## src/sv/wss_pkg.sv

```systemverilog
// wss_pkg: types, constants and widths shared by the window statistics unit
// depends on nothing; imported by the controller, the datapath and the top level
package wss_pkg;

  localparam int MAX_SAMPLES = 4096;
  localparam int SAMPLE_W    = 32;
  localparam int FRAC_BITS   = 23;
  localparam int CNT_W       = $clog2(MAX_SAMPLES + 1);
  localparam int EDGE_W      = 12;
  localparam int SUM_W       = SAMPLE_W + $clog2(MAX_SAMPLES);
  localparam int SQ_W        = SAMPLE_W - 1;
  localparam int SQSUM_W     = SQ_W + $clog2(MAX_SAMPLES);
  localparam int RMS_W       = 31;
  localparam int ROOT_STEPS  = (SQ_W + FRAC_BITS + 1) / 2;
  localparam int RAD_W       = 2 * ROOT_STEPS;
  localparam int DIV_STEPS   = SUM_W;
  localparam int STEP_W      = $clog2(DIV_STEPS);

  localparam logic signed [SAMPLE_W-1:0] SAMPLE_MIN = {1'b1, {(SAMPLE_W-1){1'b0}}};
  localparam logic signed [SAMPLE_W-1:0] SAMPLE_MAX = {1'b0, {(SAMPLE_W-1){1'b1}}};

  typedef enum logic [2:0] {
    ST_ACC,
    ST_LD_SUM,
    ST_DIV_SUM,
    ST_LD_SQ,
    ST_DIV_SQ,
    ST_LD_ROOT,
    ST_ROOT,
    ST_FINISH
  } state_t;

  typedef struct packed {
    logic capture;
    logic acc_en;
    logic ld_div_sum;
    logic ld_div_sq;
    logic save_mean;
    logic div_step;
    logic ld_root;
    logic root_step;
    logic out_load;
  } cmd_t;

  typedef struct packed {
    logic div_last;
    logic root_last;
  } status_t;

endpackage

```

## src/sv/wss_in_if.sv

```systemverilog
// wss_in_if: sample channel of the window statistics unit
// depends on wss_pkg for field widths
interface wss_in_if;
  import wss_pkg::*;

  logic                       valid;
  logic                       ready;
  logic signed [SAMPLE_W-1:0] sample;
  logic                       last;

  modport source (output valid, sample, last, input ready);
  modport sink   (input valid, sample, last, output ready);
endinterface

```

## src/sv/wss_out_if.sv

```systemverilog
// wss_out_if: result channel of the window statistics unit
// depends on wss_pkg for field widths
interface wss_out_if;
  import wss_pkg::*;

  logic                       valid;
  logic                       ready;
  logic signed [SAMPLE_W-1:0] mean_value;
  logic        [RMS_W-1:0]    rms_value;
  logic signed [SAMPLE_W-1:0] peak_max;
  logic signed [SAMPLE_W-1:0] peak_min;
  logic                       edge_found;
  logic        [EDGE_W-1:0]   edge_index;

  modport source (output valid, mean_value, rms_value, peak_max, peak_min,
                  edge_found, edge_index, input ready);
  modport sink   (input valid, mean_value, rms_value, peak_max, peak_min,
                  edge_found, edge_index, output ready);
endinterface

```

## src/sv/wss_ctrl.sv

```systemverilog
// wss_ctrl: sequencer for accumulate, divide, root and result hand-off
// depends on wss_pkg for state and command types
module wss_ctrl (
  input  logic            clk,
  input  logic            rst_n,
  input  logic            in_valid,
  input  logic            in_last,
  output logic            in_ready,
  output logic            out_valid,
  input  logic            out_ready,
  input  wss_pkg::status_t status,
  output wss_pkg::cmd_t   cmd
);
  import wss_pkg::*;

  state_t state_r, state_nxt;
  logic   s1_valid_r, s1_valid_nxt;
  logic   s1_last_r, s1_last_nxt;
  logic   out_valid_r, out_valid_nxt;
  logic   accept;

  always_ff @(posedge clk) begin
    if (!rst_n) begin
      state_r     <= ST_ACC;
      s1_valid_r  <= 1'b0;
      s1_last_r   <= 1'b0;
      out_valid_r <= 1'b0;
    end else begin
      state_r     <= state_nxt;
      s1_valid_r  <= s1_valid_nxt;
      s1_last_r   <= s1_last_nxt;
      out_valid_r <= out_valid_nxt;
    end
  end

  always_comb begin
    state_nxt = state_r;
    cmd       = '0;
    // the closing item of a window blocks intake until its result is loaded
    in_ready  = (state_r == ST_ACC) && !(s1_valid_r && s1_last_r);
    accept    = in_valid && in_ready;

    cmd.capture  = accept;
    cmd.acc_en   = s1_valid_r;
    s1_valid_nxt = accept;
    s1_last_nxt  = accept && in_last;

    unique case (state_r)
      ST_ACC: begin
        if (s1_valid_r && s1_last_r) state_nxt = ST_LD_SUM;
      end
      ST_LD_SUM: begin
        cmd.ld_div_sum = 1'b1;
        state_nxt      = ST_DIV_SUM;
      end
      ST_DIV_SUM: begin
        cmd.div_step = 1'b1;
        if (status.div_last) state_nxt = ST_LD_SQ;
      end
      ST_LD_SQ: begin
        cmd.save_mean = 1'b1;
        cmd.ld_div_sq = 1'b1;
        state_nxt     = ST_DIV_SQ;
      end
      ST_DIV_SQ: begin
        cmd.div_step = 1'b1;
        if (status.div_last) state_nxt = ST_LD_ROOT;
      end
      ST_LD_ROOT: begin
        cmd.ld_root = 1'b1;
        state_nxt   = ST_ROOT;
      end
      ST_ROOT: begin
        cmd.root_step = 1'b1;
        if (status.root_last) state_nxt = ST_FINISH;
      end
      ST_FINISH: begin
        if (!out_valid_r || out_ready) begin
          cmd.out_load = 1'b1;
          state_nxt    = ST_ACC;
        end
      end
      default: state_nxt = ST_ACC;
    endcase

    if (cmd.out_load) begin
      out_valid_nxt = 1'b1;
    end else if (out_ready) begin
      out_valid_nxt = 1'b0;
    end else begin
      out_valid_nxt = out_valid_r;
    end
  end

  assign out_valid = out_valid_r;

endmodule

```

## src/sv/wss_datapath.sv

```systemverilog
// wss_datapath: window accumulators, shared restoring divider, bitwise root, result register
// depends on wss_pkg for widths and the command and status types
module wss_datapath (
  input  logic                       clk,
  input  logic                       rst_n,
  input  wss_pkg::cmd_t              cmd,
  output wss_pkg::status_t           status,
  input  logic                       cfg_we,
  input  logic signed [31:0]         cfg_wdata,
  input  logic signed [31:0]         in_sample,
  output logic signed [31:0]         out_mean,
  output logic        [30:0]         out_rms,
  output logic signed [31:0]         out_max,
  output logic signed [31:0]         out_min,
  output logic                       out_edge_found,
  output logic        [11:0]         out_edge_index
);
  import wss_pkg::*;

  // threshold register
  logic signed [SAMPLE_W-1:0] thr_r;

  // capture stage: sample and its product
  logic signed [SAMPLE_W-1:0]   x_r;
  logic        [2*SAMPLE_W-1:0] prod_r;
  logic        [SAMPLE_W-1:0]   mag;

  // window state
  logic signed [SUM_W-1:0]    sum_r;
  logic        [SQSUM_W-1:0]  sqsum_r;
  logic signed [SAMPLE_W-1:0] max_r;
  logic signed [SAMPLE_W-1:0] min_r;
  logic        [CNT_W-1:0]    count_r;
  logic                       prev_below_r;
  logic                       edge_seen_r;
  logic        [EDGE_W-1:0]   edge_pos_r;

  // iterative units
  logic [SUM_W-1:0]  div_n_r;
  logic [CNT_W-1:0]  div_rem_r;
  logic              div_neg_r;
  logic [STEP_W-1:0] step_r;
  logic [RAD_W-1:0]  rad_r;
  logic [ROOT_STEPS-1:0] root_r;
  logic [ROOT_STEPS+3:0] srem_r;
  logic signed [SAMPLE_W-1:0] mean_r;

  // result register
  logic signed [SAMPLE_W-1:0] res_mean_r;
  logic        [RMS_W-1:0]    res_rms_r;
  logic signed [SAMPLE_W-1:0] res_max_r;
  logic signed [SAMPLE_W-1:0] res_min_r;
  logic                       res_edge_r;
  logic        [EDGE_W-1:0]   res_idx_r;

  logic [2*SAMPLE_W-FRAC_BITS-SQ_W-1:0] sq_high;
  logic [SQ_W-1:0]       sq_sat;
  logic [SUM_W-1:0]      sum_mag;
  logic [CNT_W:0]        rem_sh;
  logic [CNT_W:0]        rem_diff;
  logic [SUM_W-1:0]      q_signed;
  logic [ROOT_STEPS+3:0] srem_sh;
  logic [ROOT_STEPS+3:0] trial;

  assign mag = in_sample[SAMPLE_W-1] ? (~in_sample + 1'b1) : in_sample;

  // square is (x*x) >> 23, saturated to the largest positive sample
  assign sq_high = prod_r[2*SAMPLE_W-1:FRAC_BITS+SQ_W];
  assign sq_sat  = (|sq_high) ? SAMPLE_MAX[SQ_W-1:0] : prod_r[FRAC_BITS+SQ_W-1:FRAC_BITS];

  assign sum_mag  = sum_r[SUM_W-1] ? (~sum_r + 1'b1) : sum_r;
  assign rem_sh   = {div_rem_r, div_n_r[SUM_W-1]};
  assign rem_diff = rem_sh - {1'b0, count_r};
  assign q_signed = div_neg_r ? (~div_n_r + 1'b1) : div_n_r;

  assign srem_sh = {srem_r[ROOT_STEPS+1:0], rad_r[RAD_W-1 -: 2]};
  assign trial   = {2'b00, root_r, 2'b01};

  assign status.div_last  = (step_r == STEP_W'(DIV_STEPS - 1));
  assign status.root_last = (step_r == STEP_W'(ROOT_STEPS - 1));

  always_ff @(posedge clk) begin
    if (!rst_n) begin
      thr_r <= '0;
    end else if (cfg_we) begin
      thr_r <= cfg_wdata;
    end
  end

  always_ff @(posedge clk) begin
    if (cmd.capture) begin
      x_r    <= in_sample;
      prod_r <= mag * mag;
    end
  end

  always_ff @(posedge clk) begin
    if (!rst_n || cmd.out_load) begin
      sum_r        <= '0;
      sqsum_r      <= '0;
      max_r        <= SAMPLE_MIN;
      min_r        <= SAMPLE_MAX;
      count_r      <= '0;
      prev_below_r <= 1'b0;
      edge_seen_r  <= 1'b0;
      edge_pos_r   <= '0;
    end else if (cmd.acc_en && (count_r < CNT_W'(MAX_SAMPLES))) begin
      sum_r   <= sum_r + SUM_W'(x_r);
      sqsum_r <= sqsum_r + SQSUM_W'(sq_sat);
      if (x_r > max_r) max_r <= x_r;
      if (x_r < min_r) min_r <= x_r;
      if (!edge_seen_r && prev_below_r && (x_r > thr_r)) begin
        edge_seen_r <= 1'b1;
        edge_pos_r  <= EDGE_W'(count_r);
      end
      prev_below_r <= (x_r < thr_r);
      count_r      <= count_r + 1'b1;
    end
  end

  always_ff @(posedge clk) begin
    if (cmd.ld_div_sum || cmd.ld_div_sq || cmd.ld_root) begin
      step_r <= '0;
    end else if (cmd.div_step || cmd.root_step) begin
      step_r <= step_r + 1'b1;
    end
  end

  // restoring divider by the sample count, one quotient bit a cycle
  always_ff @(posedge clk) begin
    if (cmd.ld_div_sum) begin
      div_n_r   <= sum_mag;
      div_rem_r <= '0;
      div_neg_r <= sum_r[SUM_W-1];
    end else if (cmd.ld_div_sq) begin
      div_n_r   <= SUM_W'(sqsum_r);
      div_rem_r <= '0;
      div_neg_r <= 1'b0;
    end else if (cmd.div_step) begin
      if (!rem_diff[CNT_W]) begin
        div_rem_r <= rem_diff[CNT_W-1:0];
        div_n_r   <= {div_n_r[SUM_W-2:0], 1'b1};
      end else begin
        div_rem_r <= rem_sh[CNT_W-1:0];
        div_n_r   <= {div_n_r[SUM_W-2:0], 1'b0};
      end
    end
  end

  always_ff @(posedge clk) begin
    if (cmd.save_mean) mean_r <= q_signed[SAMPLE_W-1:0];
  end

  // floor root of mean square scaled by 2^23, two radicand bits a cycle
  always_ff @(posedge clk) begin
    if (cmd.ld_root) begin
      rad_r  <= {div_n_r[SQ_W-1:0], {(RAD_W-SQ_W){1'b0}}};
      root_r <= '0;
      srem_r <= '0;
    end else if (cmd.root_step) begin
      rad_r <= {rad_r[RAD_W-3:0], 2'b00};
      if (srem_sh >= trial) begin
        srem_r <= srem_sh - trial;
        root_r <= {root_r[ROOT_STEPS-2:0], 1'b1};
      end else begin
        srem_r <= srem_sh;
        root_r <= {root_r[ROOT_STEPS-2:0], 1'b0};
      end
    end
  end

  always_ff @(posedge clk) begin
    if (cmd.out_load) begin
      res_mean_r <= mean_r;
      res_rms_r  <= RMS_W'(root_r);
      res_max_r  <= max_r;
      res_min_r  <= min_r;
      res_edge_r <= edge_seen_r;
      res_idx_r  <= edge_seen_r ? edge_pos_r : '0;
    end
  end

  assign out_mean       = res_mean_r;
  assign out_rms        = res_rms_r;
  assign out_max        = res_max_r;
  assign out_min        = res_min_r;
  assign out_edge_found = res_edge_r;
  assign out_edge_index = res_idx_r;

endmodule

```

## src/sv/window_signal_statistics_unit.sv

```systemverilog
// window_signal_statistics_unit: windowed mean, rms, peaks and first rising edge
// one sample item per cycle is taken while a window accumulates; out valid rises after
// its last item is accumulated, then a divide per sum (sum, square sum), a root and a load
// intake pauses until the result is loaded, and the pause lasts
// longer while an earlier result still waits for out ready
// synchronous active-low reset clears the window, the threshold (to 0) and the result valid
module window_signal_statistics_unit (
  input  logic              clk,
  input  logic              rst_n,
  wss_in_if.sink            in_ch,
  wss_out_if.source         out_ch,
  input  logic              cfg_we,
  input  logic signed [31:0] cfg_wdata
);
  import wss_pkg::*;

  cmd_t    cmd;
  status_t status;

  wss_ctrl u_ctrl (
    .clk       (clk),
    .rst_n     (rst_n),
    .in_valid  (in_ch.valid),
    .in_last   (in_ch.last),
    .in_ready  (in_ch.ready),
    .out_valid (out_ch.valid),
    .out_ready (out_ch.ready),
    .status    (status),
    .cmd       (cmd)
  );

  wss_datapath u_dp (
    .clk            (clk),
    .rst_n          (rst_n),
    .cmd            (cmd),
    .status         (status),
    .cfg_we         (cfg_we),
    .cfg_wdata      (cfg_wdata),
    .in_sample      (in_ch.sample),
    .out_mean       (out_ch.mean_value),
    .out_rms        (out_ch.rms_value),
    .out_max        (out_ch.peak_max),
    .out_min        (out_ch.peak_min),
    .out_edge_found (out_ch.edge_found),
    .out_edge_index (out_ch.edge_index)
  );

endmodule

```

## src/flat_wrapper.sv

```systemverilog
// flat-port wrapper written by rule: the top's interface ports become plain ports
module window_signal_statistics_unit_flat import wss_pkg::*;
  (clk, rst_n, cfg_we, cfg_wdata, in_ch_valid, in_ch_sample, in_ch_last, in_ch_ready, out_ch_valid, out_ch_mean_value, out_ch_rms_value, out_ch_peak_max, out_ch_peak_min, out_ch_edge_found, out_ch_edge_index, out_ch_ready);
  wss_in_if in_ch_i ();
  wss_out_if out_ch_i ();
  input  logic clk;
  input  logic rst_n;
  input  logic cfg_we;
  input  logic signed [31:0] cfg_wdata;
  input wire logic [$bits(in_ch_i.valid)-1:0] in_ch_valid;
  input wire logic [$bits(in_ch_i.sample)-1:0] in_ch_sample;
  input wire logic [$bits(in_ch_i.last)-1:0] in_ch_last;
  output wire logic [$bits(in_ch_i.ready)-1:0] in_ch_ready;
  output wire logic [$bits(out_ch_i.valid)-1:0] out_ch_valid;
  output wire logic [$bits(out_ch_i.mean_value)-1:0] out_ch_mean_value;
  output wire logic [$bits(out_ch_i.rms_value)-1:0] out_ch_rms_value;
  output wire logic [$bits(out_ch_i.peak_max)-1:0] out_ch_peak_max;
  output wire logic [$bits(out_ch_i.peak_min)-1:0] out_ch_peak_min;
  output wire logic [$bits(out_ch_i.edge_found)-1:0] out_ch_edge_found;
  output wire logic [$bits(out_ch_i.edge_index)-1:0] out_ch_edge_index;
  input wire logic [$bits(out_ch_i.ready)-1:0] out_ch_ready;
  assign in_ch_i.valid = in_ch_valid;
  assign in_ch_i.sample = in_ch_sample;
  assign in_ch_i.last = in_ch_last;
  assign in_ch_ready = in_ch_i.ready;
  assign out_ch_valid = out_ch_i.valid;
  assign out_ch_mean_value = out_ch_i.mean_value;
  assign out_ch_rms_value = out_ch_i.rms_value;
  assign out_ch_peak_max = out_ch_i.peak_max;
  assign out_ch_peak_min = out_ch_i.peak_min;
  assign out_ch_edge_found = out_ch_i.edge_found;
  assign out_ch_edge_index = out_ch_i.edge_index;
  assign out_ch_i.ready = out_ch_ready;
  window_signal_statistics_unit u_core (.clk(clk), .rst_n(rst_n), .in_ch(in_ch_i), .out_ch(out_ch_i), .cfg_we(cfg_we), .cfg_wdata(cfg_wdata));
endmodule
```

## config.mk

```make
export PLATFORM = sky130hd
export DESIGN_NAME = window_signal_statistics_unit_flat
export DESIGN_NICKNAME = d
export VERILOG_FILES = /design/src/sv/wss_pkg.sv /design/src/sv/wss_in_if.sv /design/src/sv/wss_out_if.sv /design/src/sv/wss_ctrl.sv /design/src/sv/wss_datapath.sv /design/src/sv/window_signal_statistics_unit.sv /design/src/flat_wrapper.sv
export SDC_FILE = /design/constraint.sdc
export NUM_CORES = 2
export LEC_CHECK = 0
export BUFFER_PORTS_ARGS = -buffer_cell sky130_fd_sc_hd__buf_2
export CAP_MARGIN = 20
export CORE_AREA = 2 2 450 452
export DETAILED_ROUTE_END_ITERATION = 8
export DIE_AREA = 0 0 452 454
export GPL_TIMING_DRIVEN = 0
export SLEW_MARGIN = 20
export SYNTH_ARGS = -nofsm -noshare
export SYNTH_HDL_FRONTEND = slang
export SYNTH_SLANG_ARGS = --single-unit
```

## constraint.sdc

```tcl
create_clock -name clk -period 15.74 [get_ports clk]
set_input_delay 1.574 -clock clk [delete_from_list [all_inputs] [get_ports clk]]
set_output_delay 1.574 -clock clk [all_outputs]
set_load 0.01 [all_outputs]
```

==> impl_results.md <==
* Cell variety after synth at 84
* Status: completed
* Layout Cells excl Fill at between 9000 and 10000
* Crit path capture type: flop
* Largest net degree at the start of global routing at 42
* Post-cts resize count at 0
* Period utilization at 97.8%
* Relative slew slack at 18.7%
* Post-synth EDFFs at 317
* GRT Total Usage at 18.3%
* DR WL/cell at 20.2 um
* Min-Delay Path Depth at 0
* Slowest library cell on the worst path: clkbuf_1
* IO Pins at 212
* Final GP Congestion at ~1.0
* Dominant synthesized flop cell: edfxtp_1
* Period minus WS final at 15.39 ns
* Worst-margin pin slew at between 1 and 1.5 ns
* Hold Buf Count CTS at 0
* Slowest cell delay on critical path at 0.73 ns
* Antenna violations before repair at 6
* CP top delay family: adder cells
* Mapped Cells at 6290
* H-tree levels at 3
* Die height at around 450 um
* Max Slew Vio Count at 0
* Synth top area cells: fa_1 27%, edfxtp_1 16%, ha_1 10%
* Area of the core at 0.201 sq mm
* Worst-path clk slew at 0.06 ns
* Post-Syn Area at 0.0598 sq mm
* CP max FO at 10
* CTS buffer count at 70
* RSZ-0062 raised after global routing: false
* Via density at 4.85
* Std-Cell Rows at 165
* Final Hold Vio Count at 0
* Synth Register Bits at 608
* Count leader, synth: inv_1
* CP arrival at 15.76 ns
* Crit path buffers/inverters at 8
* Initial DRC count at 3382
* Worst Clk Skew at around 0.055 ns
* Post-route antenna net violation count at 0
* Asr flop ratio synth at 0%
* Skew-Pair Late Insertion Delay at between 0.6 and 0.7 ns
* Dpl hpwl at 152000 um
* Final Setup Violations at 0
* Post CTS Setup Buffer Count at 0
* Critical Path Stages at 37
* R2R depth at 17
* Leading area contributor after synthesis: fa_1
* Top cell type's share of synthesized area at 27.1%
* Critical Path RT at approximately 16 ns
* Hold Path Class: flop to flop
* Crit Path Class: input pin to flop
* Startpoint types: input pin
* Synth cell count leaders: 1178 x inv_1, 809 x fa_1, 726 x nand2_1, 490 x ha_1, 474 x nor2_1
* First-pass GRT wire length at 287000 um
* WL final at 189000 um
* PortBufs at 206
* Fmax achieved at 65.0 MHz
* Layout cells sized above 1 at 6.79%
* Cell repeated most along the worst path: fa_1
* Nets at 7979
* Chip Width at 452 um
* Total gr overflow at 0
* Max Root-Sink Buffers at 3
* DRT Pass-1 Iters at 5
* DIE AREA at 0.205 sq mm
* CTS root buffer: clkbuf_16
* Vias in the first global route at around 47000
* Synthesis-to-layout area growth at 12.2%
* Initial core utilization at 29.8%
* Placed insts at 9210
* Post-synthesis sequential area ratio at 25.7%
* DRC at 0
* Via count at 45348
* Clk sink count at 608
* CTS tree: built
* Syn_area_per_cell at about 9.5 sq um
* YS warnings at 0
* Max-Cap Viols at 0
-- cells by family after synthesis --
logic type	Yosys count	synth area share (%)
and+or+nand+nor	1632	12.1
buffers and inverters	1416	8.97
adders and majority gates	1299	37.3
AOI/OAI and AO/OA	922	9.55
DFF	608	25.7
xor gates and xnor gates	281	4.16
muxes	130	2.18
other	2	0.0126
-- final timing paths --
path                                from                       end  slack, ns
hold / removal    u_core.u_dp.mean_r[20]  u_core.u_dp.out_mean[20]       0.41
hold reg to reg   u_core.u_dp.mean_r[20]  u_core.u_dp.out_mean[20]       0.41
setup / recovery         in_ch_sample[0]    u_core.u_dp.prod_r[63]       0.35
setup reg to reg  u_core.u_dp.prod_r[59]   u_core.u_dp.sqsum_r[42]      10.78
-- routing by layer --
metal  up-vias  GRT usage [%]  wire length [um]
met5         -              0                27
met1     22481           24.4             80500
met3       394           3.75             14700
met4         4           6.52              7720
met2      1681           29.4             85900
li1      20788              -                 -
-- layout by cell type, fill, tap and decap left out, drive strengths merged, types with 12 or more instances in the layout --
cell / count
or4: 25
nand4: 50
a31oi: 16
ha: 490
nand3: 51
a21o: 132
and2: 32
clkinv: 16
nand2b: 33
nor3: 44
o211ai: 12
xor2: 126
nor2b: 68
nor2: 474
xnor2: 155
inv: 1187
o31ai: 38
nand2: 727
and3: 19
fa: 809
nor4: 13
or3: 30
a211oi: 39
mux2i: 128
edfxtp: 317
buf: 274
o21ai: 208
dfxtp: 291
conb: 30
a21oi: 330
or2: 37
o21bai: 26
o41ai: 15
clkbuf: 285
o21a: 19
-- state kept, by name, indices dropped and copies added (netlist names), 27 cells and up --
register and count:
u_core.u_dp.sum_r 44, u_core.u_dp.mean_r 32, u_core.u_dp.out_rms 27, u_core.u_dp.root_r 27, u_core.u_dp.sqsum_r 43, u_core.u_dp.max_r 32, u_core.u_dp.prod_r 41, u_core.u_dp.out_min 32
u_core.u_dp.out_mean 32, u_core.u_dp.div_n_r 44, u_core.u_dp.min_r 32, u_core.u_dp.rad_r 31, u_core.u_dp.srem_r 29, u_core.u_dp.thr_r 32, u_core.u_dp.x_r 32, u_core.u_dp.out_max 32
-- per-stage QoR --
step | instance area, sq um | utilization [%] | setup slack [ns] | setup TNS [ns] | hold slack [ns]
after floorplan | 59900 | - | 3.96 | 0 | 0.400
after global placement | 64300 | 32.0 | -0.586 | -4.92 | 0.406
after detailed placement | 64600 | 32.2 | -0.444 | -2.89 | 0.405
after CTS | 67100 | 33.4 | 0.181 | 0 | 0.406
after global routing | 67100 | 33.4 | 0.231 | 0 | 0.418
final | 67100 | 33.4 | 0.349 | 0 | 0.405
-- final cells by class --
class,instances,area [sq um]
fill,20577,134000
multi-input combinational,4294,39400
sequential,608,15300
inverter,1186,4460
tap,2672,3340
clock buffer,109,2130
timing repair buffer,220,1240
buffer,230,912
clock inverter,21,297
antenna,1,2.50
Power is not shown: default switching activity piles up to over one toggle a cycle in this logic, so the estimate is an artifact.
